<file path="src/hw/rtl/art_pkg.sv">
// ----------------------------------------------------------------------------
// art_pkg : shared types and constants for the ack retransmit tracker
// Field widths, register reset values, item kinds, result codes and the
// layout of one table entry.
// ----------------------------------------------------------------------------
package art_pkg;

    localparam int unsigned TABLE_DEPTH_DEF = 16;

    localparam int unsigned CFG_IDX_W  = 1;
    localparam int unsigned CFG_DATA_W = 16;

    localparam logic [CFG_IDX_W-1:0] CFG_BASE_TIMEOUT = 1'b0;
    localparam logic [CFG_IDX_W-1:0] CFG_HOP_PENALTY  = 1'b1;

    localparam logic [CFG_DATA_W-1:0] BASE_TIMEOUT_RST = 16'd500;
    localparam logic [CFG_DATA_W-1:0] HOP_PENALTY_RST  = 16'd100;

    localparam logic [1:0] KIND_REGISTER = 2'd0;
    localparam logic [1:0] KIND_ACK      = 2'd1;
    localparam logic [1:0] KIND_TICK     = 2'd2;

    localparam logic [2:0] EV_REGISTERED = 3'd0;
    localparam logic [2:0] EV_FULL       = 3'd1;
    localparam logic [2:0] EV_ACK_MATCH  = 3'd2;
    localparam logic [2:0] EV_UNMATCHED  = 3'd3;
    localparam logic [2:0] EV_ACK_BAD    = 3'd4;
    localparam logic [2:0] EV_RETRANSMIT = 3'd5;
    localparam logic [2:0] EV_TIMED_OUT  = 3'd6;
    localparam logic [2:0] EV_TICK_DONE  = 3'd7;

    localparam int unsigned PROD_W = 24;   // hops x penalty
    localparam int unsigned TMO_W  = 25;   // base + hops x penalty

    typedef struct packed {
        logic [31:0] peer;
        logic [15:0] mtype;
        logic [63:0] stamp;
        logic [63:0] deadline;
        logic [7:0]  retries;
        logic [7:0]  limit;
        logic [7:0]  hops;
    } t_entry;

    localparam int unsigned ENTRY_W = $bits(t_entry);

endpackage

</file>
<file path="src/hw/rtl/art_ram.sv">
// ----------------------------------------------------------------------------
// art_ram : generic single write port RAM with registered read
// One write and one read address per cycle; read data holds when idle.
// ----------------------------------------------------------------------------
module art_ram #(
    parameter int unsigned WIDTH = art_pkg::ENTRY_W,
    parameter int unsigned DEPTH = art_pkg::TABLE_DEPTH_DEF
) (
    input  logic                                    i_clk,
    input  logic                                    i_we,
    input  logic [((DEPTH > 1) ? $clog2(DEPTH) : 1)-1:0] i_waddr,
    input  logic [WIDTH-1:0]                        i_wdata,
    input  logic                                    i_re,
    input  logic [((DEPTH > 1) ? $clog2(DEPTH) : 1)-1:0] i_raddr,
    output logic [WIDTH-1:0]                        o_rdata
);

    logic [WIDTH-1:0] r_mem [DEPTH];
    logic [WIDTH-1:0] r_rdata;

    always_ff @(posedge i_clk) begin
        if (i_we) begin
            r_mem[i_waddr] <= i_wdata;
        end
        if (i_re) begin
            r_rdata <= r_mem[i_raddr];
        end
    end

    assign o_rdata = r_rdata;

endmodule

</file>
<file path="src/hw/rtl/ack_retransmit_tracker.sv">
// ----------------------------------------------------------------------------
// ack_retransmit_tracker : table of messages awaiting acknowledgement
// Items are taken one at a time: a new input transfer is accepted only in the
// idle state, after the previous item has finished. Register items and acks
// with valid fields scan the slots through the entry RAM read port; a tick
// scans every slot. Output back-pressure stalls an item with a result to send.
// Reset: synchronous active-low; clears all valid bits, restores timeouts.
// ----------------------------------------------------------------------------
module ack_retransmit_tracker #(
    parameter int unsigned TABLE_DEPTH = art_pkg::TABLE_DEPTH_DEF
) (
    input  logic                             i_clk,
    input  logic                             i_rst_n,
    input  logic                             i_cfg_we,
    input  logic [art_pkg::CFG_IDX_W-1:0]    i_cfg_addr,
    input  logic [art_pkg::CFG_DATA_W-1:0]   i_cfg_wdata,
    input  logic                             i_s_tvalid,
    output logic                             o_s_tready,
    // peer_id, msg_type, msg_timestamp, retry_limit, hops, now_ms
    input  logic [191:0]                     i_s_tdata,
    // kind, ack_fields_valid
    input  logic [2:0]                       i_s_tuser,
    output logic                             o_m_tvalid,
    input  logic                             i_m_tready,
    // slot, out_peer, out_type, out_timestamp, retries_done, zero pad
    output logic [127:0]                     o_m_tdata,
    // event_res
    output logic [2:0]                       o_m_tuser,
    output logic                             o_m_tlast
);

    localparam int unsigned IW = (TABLE_DEPTH > 1) ? $clog2(TABLE_DEPTH) : 1;
    localparam int unsigned CW = $clog2(TABLE_DEPTH + 1);
    localparam logic [CW-1:0] DEPTH_C = CW'(TABLE_DEPTH);

    typedef enum logic [2:0] {
        S_IDLE,
        S_LOOK,
        S_CHECK,
        S_CALC,
        S_FINISH
    } t_state;

    t_state             r_state;
    logic [15:0]        r_base;
    logic [15:0]        r_penalty;
    logic [TABLE_DEPTH-1:0] r_valid;
    logic [CW-1:0]      r_idx;
    logic [1:0]         r_kind;
    logic               r_flag;
    logic [31:0]        r_peer;
    logic [15:0]        r_type;
    logic [63:0]        r_stamp;
    logic [7:0]         r_limit;
    logic [7:0]         r_hops;
    logic [63:0]        r_now;
    logic               r_hit;
    logic [IW-1:0]      r_tgt;
    logic               r_free_found;
    logic [IW-1:0]      r_free_idx;
    logic               r_retry;
    logic [art_pkg::PROD_W-1:0] r_prod;

    logic               r_out_valid;
    logic [2:0]         r_out_ev;
    logic [3:0]         r_out_slot;
    logic [31:0]        r_out_peer;
    logic [15:0]        r_out_type;
    logic [63:0]        r_out_stamp;
    logic [7:0]         r_out_retries;
    logic               r_out_last;

    logic [IW-1:0]      cur;
    logic               scan_done;
    logic               out_free;
    logic               key_eq;
    art_pkg::t_entry    rd;
    logic [art_pkg::ENTRY_W-1:0] ram_rdata;
    logic               ram_re;
    logic               ram_we;
    art_pkg::t_entry    ram_wdata;
    logic [art_pkg::TMO_W-1:0] tmo;
    logic [64:0]        dl_sum;
    logic [63:0]        dl;

    logic               emit;
    logic [2:0]         e_ev;
    logic [3:0]         e_slot;
    logic [31:0]        e_peer;
    logic [15:0]        e_type;
    logic [63:0]        e_stamp;
    logic [7:0]         e_retries;
    logic               e_last;

    assign cur       = r_idx[IW-1:0];
    assign scan_done = (r_idx == DEPTH_C);
    assign out_free  = !r_out_valid || i_m_tready;
    assign rd        = art_pkg::t_entry'(ram_rdata);
    assign key_eq    = (rd.peer == r_peer) && (rd.mtype == r_type) && (rd.stamp == r_stamp);

    // shared deadline unit: now + base + hops * penalty, saturating
    assign tmo    = art_pkg::TMO_W'(r_base) + art_pkg::TMO_W'(r_prod);
    assign dl_sum = {1'b0, r_now} + 65'(tmo);
    assign dl     = dl_sum[64] ? {64{1'b1}} : dl_sum[63:0];

    assign ram_re = (r_state == S_LOOK) && !scan_done && r_valid[cur];
    assign ram_we = (r_state == S_CALC) && out_free &&
                    ((r_kind == art_pkg::KIND_REGISTER) || r_retry);

    always_comb begin
        if (r_kind == art_pkg::KIND_REGISTER) begin
            ram_wdata = '{peer: r_peer, mtype: r_type, stamp: r_stamp, deadline: dl,
                          retries: 8'd0, limit: r_limit, hops: r_hops};
        end else begin
            ram_wdata          = rd;
            ram_wdata.retries  = rd.retries + 8'd1;
            ram_wdata.deadline = dl;
        end
    end

    always_comb begin
        emit      = 1'b0;
        e_ev      = art_pkg::EV_TICK_DONE;
        e_slot    = 4'd0;
        e_peer    = r_peer;
        e_type    = r_type;
        e_stamp   = r_stamp;
        e_retries = 8'd0;
        e_last    = 1'b1;
        case (r_state)
            S_CALC: begin
                emit   = out_free;
                e_slot = 4'(r_tgt);
                if (r_kind == art_pkg::KIND_REGISTER) begin
                    e_ev = art_pkg::EV_REGISTERED;
                end else begin
                    e_ev      = r_retry ? art_pkg::EV_RETRANSMIT : art_pkg::EV_TIMED_OUT;
                    e_peer    = rd.peer;
                    e_type    = rd.mtype;
                    e_stamp   = rd.stamp;
                    e_retries = r_retry ? rd.retries + 8'd1 : rd.retries;
                    e_last    = 1'b0;
                end
            end
            S_FINISH: begin
                case (r_kind)
                    art_pkg::KIND_REGISTER: begin
                        emit = out_free && !r_hit && !r_free_found;
                        e_ev = art_pkg::EV_FULL;
                    end
                    art_pkg::KIND_ACK: begin
                        emit = out_free;
                        if (!r_flag) begin
                            e_ev = art_pkg::EV_ACK_BAD;
                        end else if (r_hit) begin
                            e_ev      = art_pkg::EV_ACK_MATCH;
                            e_slot    = 4'(r_tgt);
                            e_peer    = rd.peer;
                            e_type    = rd.mtype;
                            e_stamp   = rd.stamp;
                            e_retries = rd.retries;
                        end else begin
                            e_ev = art_pkg::EV_UNMATCHED;
                        end
                    end
                    default: begin
                        emit    = out_free;
                        e_ev    = art_pkg::EV_TICK_DONE;
                        e_peer  = 32'd0;
                        e_type  = 16'd0;
                        e_stamp = 64'd0;
                    end
                endcase
            end
            default: ;
        endcase
    end

    always_ff @(posedge i_clk) begin
        if (!i_rst_n) begin
            r_state     <= S_IDLE;
            r_valid     <= '0;
            r_out_valid <= 1'b0;
            r_base      <= art_pkg::BASE_TIMEOUT_RST;
            r_penalty   <= art_pkg::HOP_PENALTY_RST;
        end else begin
            if (i_cfg_we) begin
                case (i_cfg_addr)
                    art_pkg::CFG_BASE_TIMEOUT: r_base    <= i_cfg_wdata;
                    art_pkg::CFG_HOP_PENALTY:  r_penalty <= i_cfg_wdata;
                    default: ;
                endcase
            end

            if (emit) begin
                r_out_valid   <= 1'b1;
                r_out_ev      <= e_ev;
                r_out_slot    <= e_slot;
                r_out_peer    <= e_peer;
                r_out_type    <= e_type;
                r_out_stamp   <= e_stamp;
                r_out_retries <= e_retries;
                r_out_last    <= e_last;
            end else if (i_m_tready) begin
                r_out_valid <= 1'b0;
            end

            case (r_state)
                S_IDLE: begin
                    if (i_s_tvalid) begin
                        r_kind       <= i_s_tuser[1:0];
                        r_flag       <= i_s_tuser[2];
                        r_peer       <= i_s_tdata[31:0];
                        r_type       <= i_s_tdata[47:32];
                        r_stamp      <= i_s_tdata[111:48];
                        r_limit      <= i_s_tdata[119:112];
                        r_hops       <= i_s_tdata[127:120];
                        r_now        <= i_s_tdata[191:128];
                        r_idx        <= '0;
                        r_hit        <= 1'b0;
                        r_free_found <= 1'b0;
                        case (i_s_tuser[1:0])
                            art_pkg::KIND_REGISTER: r_state <= S_LOOK;
                            art_pkg::KIND_TICK:     r_state <= S_LOOK;
                            art_pkg::KIND_ACK:      r_state <= i_s_tuser[2] ? S_LOOK : S_FINISH;
                            default:                r_state <= S_IDLE;
                        endcase
                    end
                end
                S_LOOK: begin
                    if (scan_done) begin
                        r_state <= S_FINISH;
                    end else if (r_valid[cur]) begin
                        r_state <= S_CHECK;
                    end else begin
                        if (r_kind == art_pkg::KIND_REGISTER && !r_free_found) begin
                            r_free_found <= 1'b1;
                            r_free_idx   <= cur;
                        end
                        r_idx <= r_idx + CW'(1);
                    end
                end
                S_CHECK: begin
                    if (r_kind == art_pkg::KIND_TICK) begin
                        if (r_now >= rd.deadline) begin
                            r_tgt   <= cur;
                            r_retry <= rd.retries < rd.limit;
                            r_prod  <= art_pkg::PROD_W'(rd.hops) * art_pkg::PROD_W'(r_penalty);
                            r_state <= S_CALC;
                        end else begin
                            r_idx   <= r_idx + CW'(1);
                            r_state <= S_LOOK;
                        end
                    end else if (key_eq) begin
                        r_hit   <= 1'b1;
                        r_tgt   <= cur;
                        r_state <= S_FINISH;
                    end else begin
                        r_idx   <= r_idx + CW'(1);
                        r_state <= S_LOOK;
                    end
                end
                S_CALC: begin
                    if (out_free) begin
                        if (r_kind == art_pkg::KIND_REGISTER) begin
                            r_valid[r_tgt] <= 1'b1;
                            r_state        <= S_IDLE;
                        end else begin
                            if (!r_retry) begin
                                r_valid[r_tgt] <= 1'b0;
                            end
                            r_idx   <= r_idx + CW'(1);
                            r_state <= S_LOOK;
                        end
                    end
                end
                S_FINISH: begin
                    case (r_kind)
                        art_pkg::KIND_REGISTER: begin
                            if (r_hit || r_free_found) begin
                                if (!r_hit) begin
                                    r_tgt <= r_free_idx;
                                end
                                r_prod  <= art_pkg::PROD_W'(r_hops) *
                                           art_pkg::PROD_W'(r_penalty);
                                r_state <= S_CALC;
                            end else if (out_free) begin
                                r_state <= S_IDLE;
                            end
                        end
                        art_pkg::KIND_ACK: begin
                            if (out_free) begin
                                if (r_flag && r_hit) begin
                                    r_valid[r_tgt] <= 1'b0;
                                end
                                r_state <= S_IDLE;
                            end
                        end
                        default: begin
                            if (out_free) begin
                                r_state <= S_IDLE;
                            end
                        end
                    endcase
                end
                default: r_state <= S_IDLE;
            endcase
        end
    end

    art_ram #(
        .WIDTH (art_pkg::ENTRY_W),
        .DEPTH (TABLE_DEPTH)
    ) u_entry_ram (
        .i_clk   (i_clk),
        .i_we    (ram_we),
        .i_waddr (r_tgt),
        .i_wdata (ram_wdata),
        .i_re    (ram_re),
        .i_raddr (cur),
        .o_rdata (ram_rdata)
    );

    assign o_s_tready = (r_state == S_IDLE);
    assign o_m_tvalid = r_out_valid;
    assign o_m_tdata  = {4'd0, r_out_retries, r_out_stamp, r_out_type, r_out_peer, r_out_slot};
    assign o_m_tuser  = r_out_ev;
    assign o_m_tlast  = r_out_last;

    // only retransmit and time-out results sit inside a run
    a_last_code: assert property (@(posedge i_clk) disable iff (!i_rst_n)
        r_out_valid |-> (r_out_last == ((r_out_ev != art_pkg::EV_RETRANSMIT) &&
                                        (r_out_ev != art_pkg::EV_TIMED_OUT))))
        else $error("tlast does not match result code");

    a_done_clean: assert property (@(posedge i_clk) disable iff (!i_rst_n)
        (r_out_valid && r_out_ev == art_pkg::EV_TICK_DONE) |->
            (r_out_slot == 4'd0 && r_out_retries == 8'd0))
        else $error("tick done result carries slot or retry data");

    // an entry written to the table is live afterwards
    a_write_valid: assert property (@(posedge i_clk) disable iff (!i_rst_n)
        ram_we |=> r_valid[$past(r_tgt)])
        else $error("table entry written but not marked valid");

    a_free_slot: assert property (@(posedge i_clk) disable iff (!i_rst_n)
        ((r_state == S_LOOK || r_state == S_CHECK) && r_kind == art_pkg::KIND_REGISTER &&
         r_free_found) |-> !r_valid[r_free_idx])
        else $error("chosen free slot is occupied");

endmodule
</file>
<file path="config.mk">
export PLATFORM = sky130hd
export DESIGN_NAME = ack_retransmit_tracker
export DESIGN_NICKNAME = d
export VERILOG_FILES = /design/src/hw/rtl/art_pkg.sv /design/src/hw/rtl/art_ram.sv /design/src/hw/rtl/ack_retransmit_tracker.sv
export SDC_FILE = /design/constraint.sdc
export NUM_CORES = 2
export LEC_CHECK = 0
export ABC_AREA = 1
export BUFFER_PORTS_ARGS = -buffer_cell sky130_fd_sc_hd__buf_4
export CAP_MARGIN = 20
export CORE_MARGIN = 4
export CORE_UTILIZATION = 35
export DETAILED_ROUTE_END_ITERATION = 8
export HOLD_SLACK_MARGIN = 0.03
export PLACE_DENSITY = 0.58
export REMOVE_ABC_BUFFERS = 1
export SYNTH_ARGS = -nofsm -noshare
export SYNTH_HDL_FRONTEND = slang
export SYNTH_SLANG_ARGS = --single-unit
</file>
<file path="constraint.sdc">
create_clock -name i_clk -period 23.6 [get_ports i_clk]
set_input_delay 2.36 -clock i_clk [delete_from_list [all_inputs] [get_ports i_clk]]
set_output_delay 2.36 -clock i_clk [all_outputs]
set_load 0.05 [all_outputs]
</file>
Yosys cells after proc, flatten, opt, wreduce, memory -nomap -nowiden
Memory sizes are Yosys's and may differ from the RTL's. A register that Yosys moved wholly into a read port is not among the register bits.
Index checks and enable logic that the tools add are counted.
{"block": "totals", "word_cells": 214, "register_bits": 415, "mem_count": 1, "ramBits": 3200}
{"name": "u_entry_ram.r_mem", "words": 16, "width": 200, "read_ports": 1, "rd_ports_with_merged_regs": 1, "wr": 1, "line_no": "art_ram.sv:18", "source": "logic [WIDTH-1:0] r_mem [DEPTH];"}
{"block": "classes", "bitwise_logic": 6, "n_addsub": 4, "n_mul": 2, "n_mux": 94, "reduce_logical": 41, "order_cmp": 5, "n_eq_ne": 34}
{"operator": "$mux 64", "count": 4}
{"operator": "$pmux 64 s2", "count": 2}
{"operator": "$mux 200", "count": 1}
{"operator": "$mux 16", "count": 9}
{"operator": "$pmux 32 s2", "count": 2}
{"operator": "$mux 24", "count": 4}
{"operator": "$mux 32", "count": 3}
{"operator": "$pmux 16 s2", "count": 3}
{"operator": "$add 64x25->65", "count": 1}
{"operator": "$eq 64x64->1", "count": 1}
{"operator": "$ge 64x64->1", "count": 1}
{"operator": "$mul 8x16->24", "count": 2}
{"operator": "$pmux 24 s2", "count": 1}
{"operator": "$mux 5", "count": 8}
{"operator": "$mux 8", "count": 5}
{"operator": "$mux 3", "count": 12}
{"operator": "$mux 4", "count": 9}
{"operator": "$eq 32x32->1", "count": 1}
{"operator": "$ne 2x2->1 const B", "count": 15}
{"operator": "$add 16x24->25", "count": 1}
{"operator": "$pmux 5 s4", "count": 1}
{"operator": "$pmux 3 s2", "count": 3}
{"operator": "$reduce_and 6->1", "count": 3}
{"operator": "$and 16x16->16", "count": 1}
{"operator": "other kinds (40)", "count": 93}

Longest topological paths before layout
{"block": "depth", "depth_word": 10, "mapped_depth": 24, "ltp_nobuf": 22}

By module
A second synthesis with hierarchy kept.
{"block": "hier_totals", "cells_unflattened": 16716, "hier_area_um2": 174571.2}
{"mod": "art_ram", "area_each_um2": 139129.7, "n_inst": 1, "cells_per_inst": 12133}
{"mod": "ack_retransmit_tracker", "area_each_um2": 35441.5, "n_inst": 1, "cells_per_inst": 4583}

Worst setup path before layout
OpenSTA, ideal clock, no wires.
{"block": "synth_timing", "kind": "input -> register", "start": "input i_m_tready", "end": "memory u_entry_ram.r_mem[1][0] (netlist bit) (enable)", "stages": 5, "arrival_time_ns": 16.398, "slack_ns": 6.197, "setup_time_ns": 1.005, "n_path_buf": 1, "required_ns": 22.595, "cell_sequence": "nor2_1 > inv_1 > nand3_1 > clkbuf_1 > nor3_1"}
{"block": "synth_between", "elab_chain_cells": 5}
{"item": "start, declared", "line_no": "ack_retransmit_tracker.sv:24", "source": "input logic i_m_tready,"}
{"item": "$logic_or 1x1->1", "line_no": "ack_retransmit_tracker.sv:97", "source": "assign out_free = !r_out_valid || i_m_tready;"}
{"item": "$logic_and 1x1->1 (2 in series)", "line_no": "ack_retransmit_tracker.sv:107", "source": "assign ram_we = (r_state == S_CALC) && out_free &&"}
{"item": "$mux 1", "line_no": "art_ram.sv:22", "source": "if (i_we) begin"}
{"item": "$mux 1 (not written as such)", "line_no": "art_ram.sv:23", "source": "r_mem[i_waddr] <= i_wdata;"}
{"item": "end, declared", "line_no": "art_ram.sv:18"}
No other way between the ends.

Worst setup path after layout
{"block": "layout_timing", "start": "input i_m_tready", "end": "memory u_entry_ram.r_mem[8][36] (netlist bit) (enable)"}
Same word-level chain as after synthesis.

==> impl_metrics.csv <==
group,metric,value,unit
run_status,status,"completed",
timing,worst_pin_slew,1.50,ns
drt,ant_nets,0,
setup_path,start_kind,"input pin",
power,comb_power_share,0.191,
drt,drc_errors,0,
cells_and_area,fin_nets,14400,
cells_and_area,layout_common_cells,"edfxtp_1, nor2_1, o21ai_0",
setup_path,crit_type,"in2reg",
drt,route.met3.wl,36500,um
timing,final.setup_skew,0.0744,ns
clocking,holdBufCountCts,0,
timing,max_freq,0.159,GHz
synthesis,synth_ff_type,"edfxtp_1",
synthesis,seq_area_frac_synth,0.700,
grt,grt_pass1_wl,699000,um
clocking,clockRootBuffer,"clkbuf_16",
clocking,cts.repair.resized,0,
drt,vias,109000,
timing,final_hold_viol_count,0,
timing,slew_headroom,0.00193,
clocking,cts_buffers,397,
grt,grt_pass1_vias,103000,
timing,final_max_slew_viol_count,0,
synthesis,synthCells,13600,
synthesis,ys_seq_elements,3815,
drt,wl_per_cell,23.8,um
flow_run,cap_violations,0,
setup_path,worst-endpoint-required,24.15,ns
grt,overflow,0,
clocking,cts_setup_buffers,0,
drt,wl_met2,226000,um
synthesis,avgSynthCellArea,12.0,sq um
drt,drtIter0Drc,11700,
place,portBuffers,346,
die,die-area,477000,sq um
setup_path,path_max_fanout,58,
power,power.density,94.4,nW/um^2
synthesis,ys_warn_count,0,
power,intPower,12.3,mW
cells_and_area,final_util,0.399,
power,power_frac_seq,0.456,
timing,rsz0062_at_grt,"false",
drt,maxUsedRoutingLayer,"met5",
setup_path,worstPathArrival,6.83,ns
synthesis,synthArstFlopShare,0,
synthesis,synth-edff-count,3763,
setup_path,r2r-end,"u_entry_ram.o_rdata[49]$_DFFE_PP_",
grt,antenna_found_initial,31,
setup_path,reg2reg_depth,10,
synthesis,synth_area,163000,sq um
min_path,min_path_type,"reg2reg",
clocking,clkSinkCount,3815,
timing,setup_viol,0,
drt,drtPass1Iterations,8,
die,pin_count,351,
setup_path,crit_path_start,"i_m_tready",
timing,fin_setup_tns,0,ns
timing,setup_slack,17.32,ns
clocking,h-tree-depth,5,
setup_path,cp-end-kind,"flop",
clocking,clk_pin_slew,0.06,ns
power,peakVddDrop,0.0722,mV
power,p_sw,5.18,mW
timing,period_needed,6.28,ns
power,swShare,0.296,
power,clkPwrFrac,0.353,
cells_and_area,fill_cells,43400,
die,start_util,0.351,
cells_and_area,layout-drive-gt1-share,0.0869,
drt,drt-vias-per-instance,5.36,
grt,track_usage,0.194,
cells_and_area,design_area,185000,sq um
synthesis,synth.distinct_cells,54,
die,row_count,250,
setup_path,regToRegStartpoint,"r_idx[0]$_SDFFCE_PN0P_",
place,place_ws,16.38,ns
drt,wl_met1,209000,um
die,chipWidth,690,um
place,dpl_cell_area,172000,sq um
place,gp_congestion,0.862,
setup_path,crit_end,"u_entry_ram.r_mem[8][36]$_DFFE_PP_",
die,die_h,690,um
timing,min_period_over_period,0.266,
place,dp.final_hpwl,269000,um
clocking,cts_tree,"done",
setup_path,rrSetupSlack,17.80,ns
cells_and_area,syn2layout_area_growth,13.6,%
clocking,cts_buffer_depth,4,
power,total_power,17.5,mW
power,leakage,63.7,nW
grt,grt_max_degree,242,
drt,wirelength,483000,um
die,core-area,464000,sq um
cells_and_area,final_common_cell,"edfxtp_1",
clocking,clk-insertion-delay-late,0.99,ns
## stage by stage
stage	hold WS (ns)	cells
CTS	0.481	20300
global route	0.507	20300
global placement	0.456	19600
floorplan	0.446	12800
detailed placement	0.468	19600
finish	0.481	20300
## Yosys cell counts, types with 16 or more instances
| cell | count | share of area |
|---|---|---|
| a21oi_1 | 155 | 0.0048 |
| buf_1 | 30 | 0.00069 |
| buf_2 | 164 | 0.0050 |
| clkbuf_1 | 616 | 0.014 |
| dfxtp_1 | 52 | 0.0064 |
| edfxtp_1 | 3763 | 0.69 |
| fa_1 | 185 | 0.023 |
| ha_1 | 194 | 0.015 |
| inv_1 | 779 | 0.018 |
| nand2_1 | 1960 | 0.045 |
| nand3_1 | 159 | 0.0049 |
| nand4_1 | 229 | 0.0088 |
| nor2_1 | 2022 | 0.047 |
| nor3_1 | 63 | 0.0019 |
| nor4_1 | 17 | 0.00065 |
| o211ai_1 | 93 | 0.0043 |
| o21ai_0 | 1992 | 0.061 |
| o22ai_1 | 874 | 0.034 |
| or2_2 | 16 | 0.00061 |
| xnor2_1 | 100 | 0.0054 |
| xor2_1 | 24 | 0.0013 |
## layer usage
metal / track usage / vias up
li1: - / 49100
met3: 0.0293 / 658
met1: 0.275 / 54800
met5: 0 / -
met4: 0.0502 / 18
met2: 0.312 / 4248
## state kept, by name, summed over array words and instances (netlist names), 16 cells and up, named ones only
signal / cells
r_out_type: 16
r_prod: 24
r_stamp: 64
r_type: 16
r_now: 64
u_entry_ram.o_rdata: 200
r_out_peer: 32
r_out_stamp: 64
r_base: 16
r_peer: 32
u_entry_ram.r_mem: 3200
r_penalty: 16
## worst max-delay path, stage by stage
cell,delay [ns]
buf_4,0.08
nor2_1,0.14
inv_1,0.13
nand3_1,0.69
nor3_2,0.32
buf_4,0.89
buf_4,0.76
buf_4,0.62
buf_4,0.73
## layout make-up
type / count / area, sq um / area share
clock inverters: 235 / 2320 / 0.0125
inverters: 793 / 3020 / 0.0163
diodes: 9 / 22.5 / 0.000122
repair buffers: 611 / 4880 / 0.0264
clock buffers: 481 / 10400 / 0.0559
multi-input cells: 8187 / 42800 / 0.231
well taps: 6174 / 7720 / 0.0417
flip-flops and latches: 3815 / 114000 / 0.616
## worst min-delay path by stage
stage,startpoint,to,cells past startpoint
6_report,flop,flop,2
5_1_grt,flop,flop,2
4_1_cts,flop,flop,2
3_5_place_dp,flop,flop,2
3_3_place_gp,flop,flop,2
2_1_floorplan,flop,flop,2
## power by group through the flow
stage | combinational (mW) | clock (mW) | sequential, mW
CTS | 3.35 | 6.29 | 7.96
global placement | 3.31 | 0 | 8.10
global route | 3.70 | 6.57 | 7.97
floorplan | 2.31 | 0 | 8.25
finish | 3.34 | 6.18 | 7.96
detailed placement | 3.33 | 0 | 8.10
## cells by family (layout without fill, tap and decap cells)
| kind of cell | count (synthesis) | count (layout) | synth area share |
|---|---|---|---|
| AO/OA/AOI/OAI | 3184 | 3184 | 0.107 |
| XOR/XNOR | 124 | 124 | 0.00666 |
| adder cells (fa/ha/maj) | 379 | 379 | 0.0376 |
| buffers and inverters | 1617 | 2120 | 0.0389 |
| flip-flops | 3815 | 3815 | 0.700 |
| multiplexers | 1 | 1 | 0.0000614 |
| other | 1 | 13 | 0.0000230 |
| AND/OR/NAND/NOR | 4495 | 4495 | 0.110 |
Power figures use the tool's default switching activity.
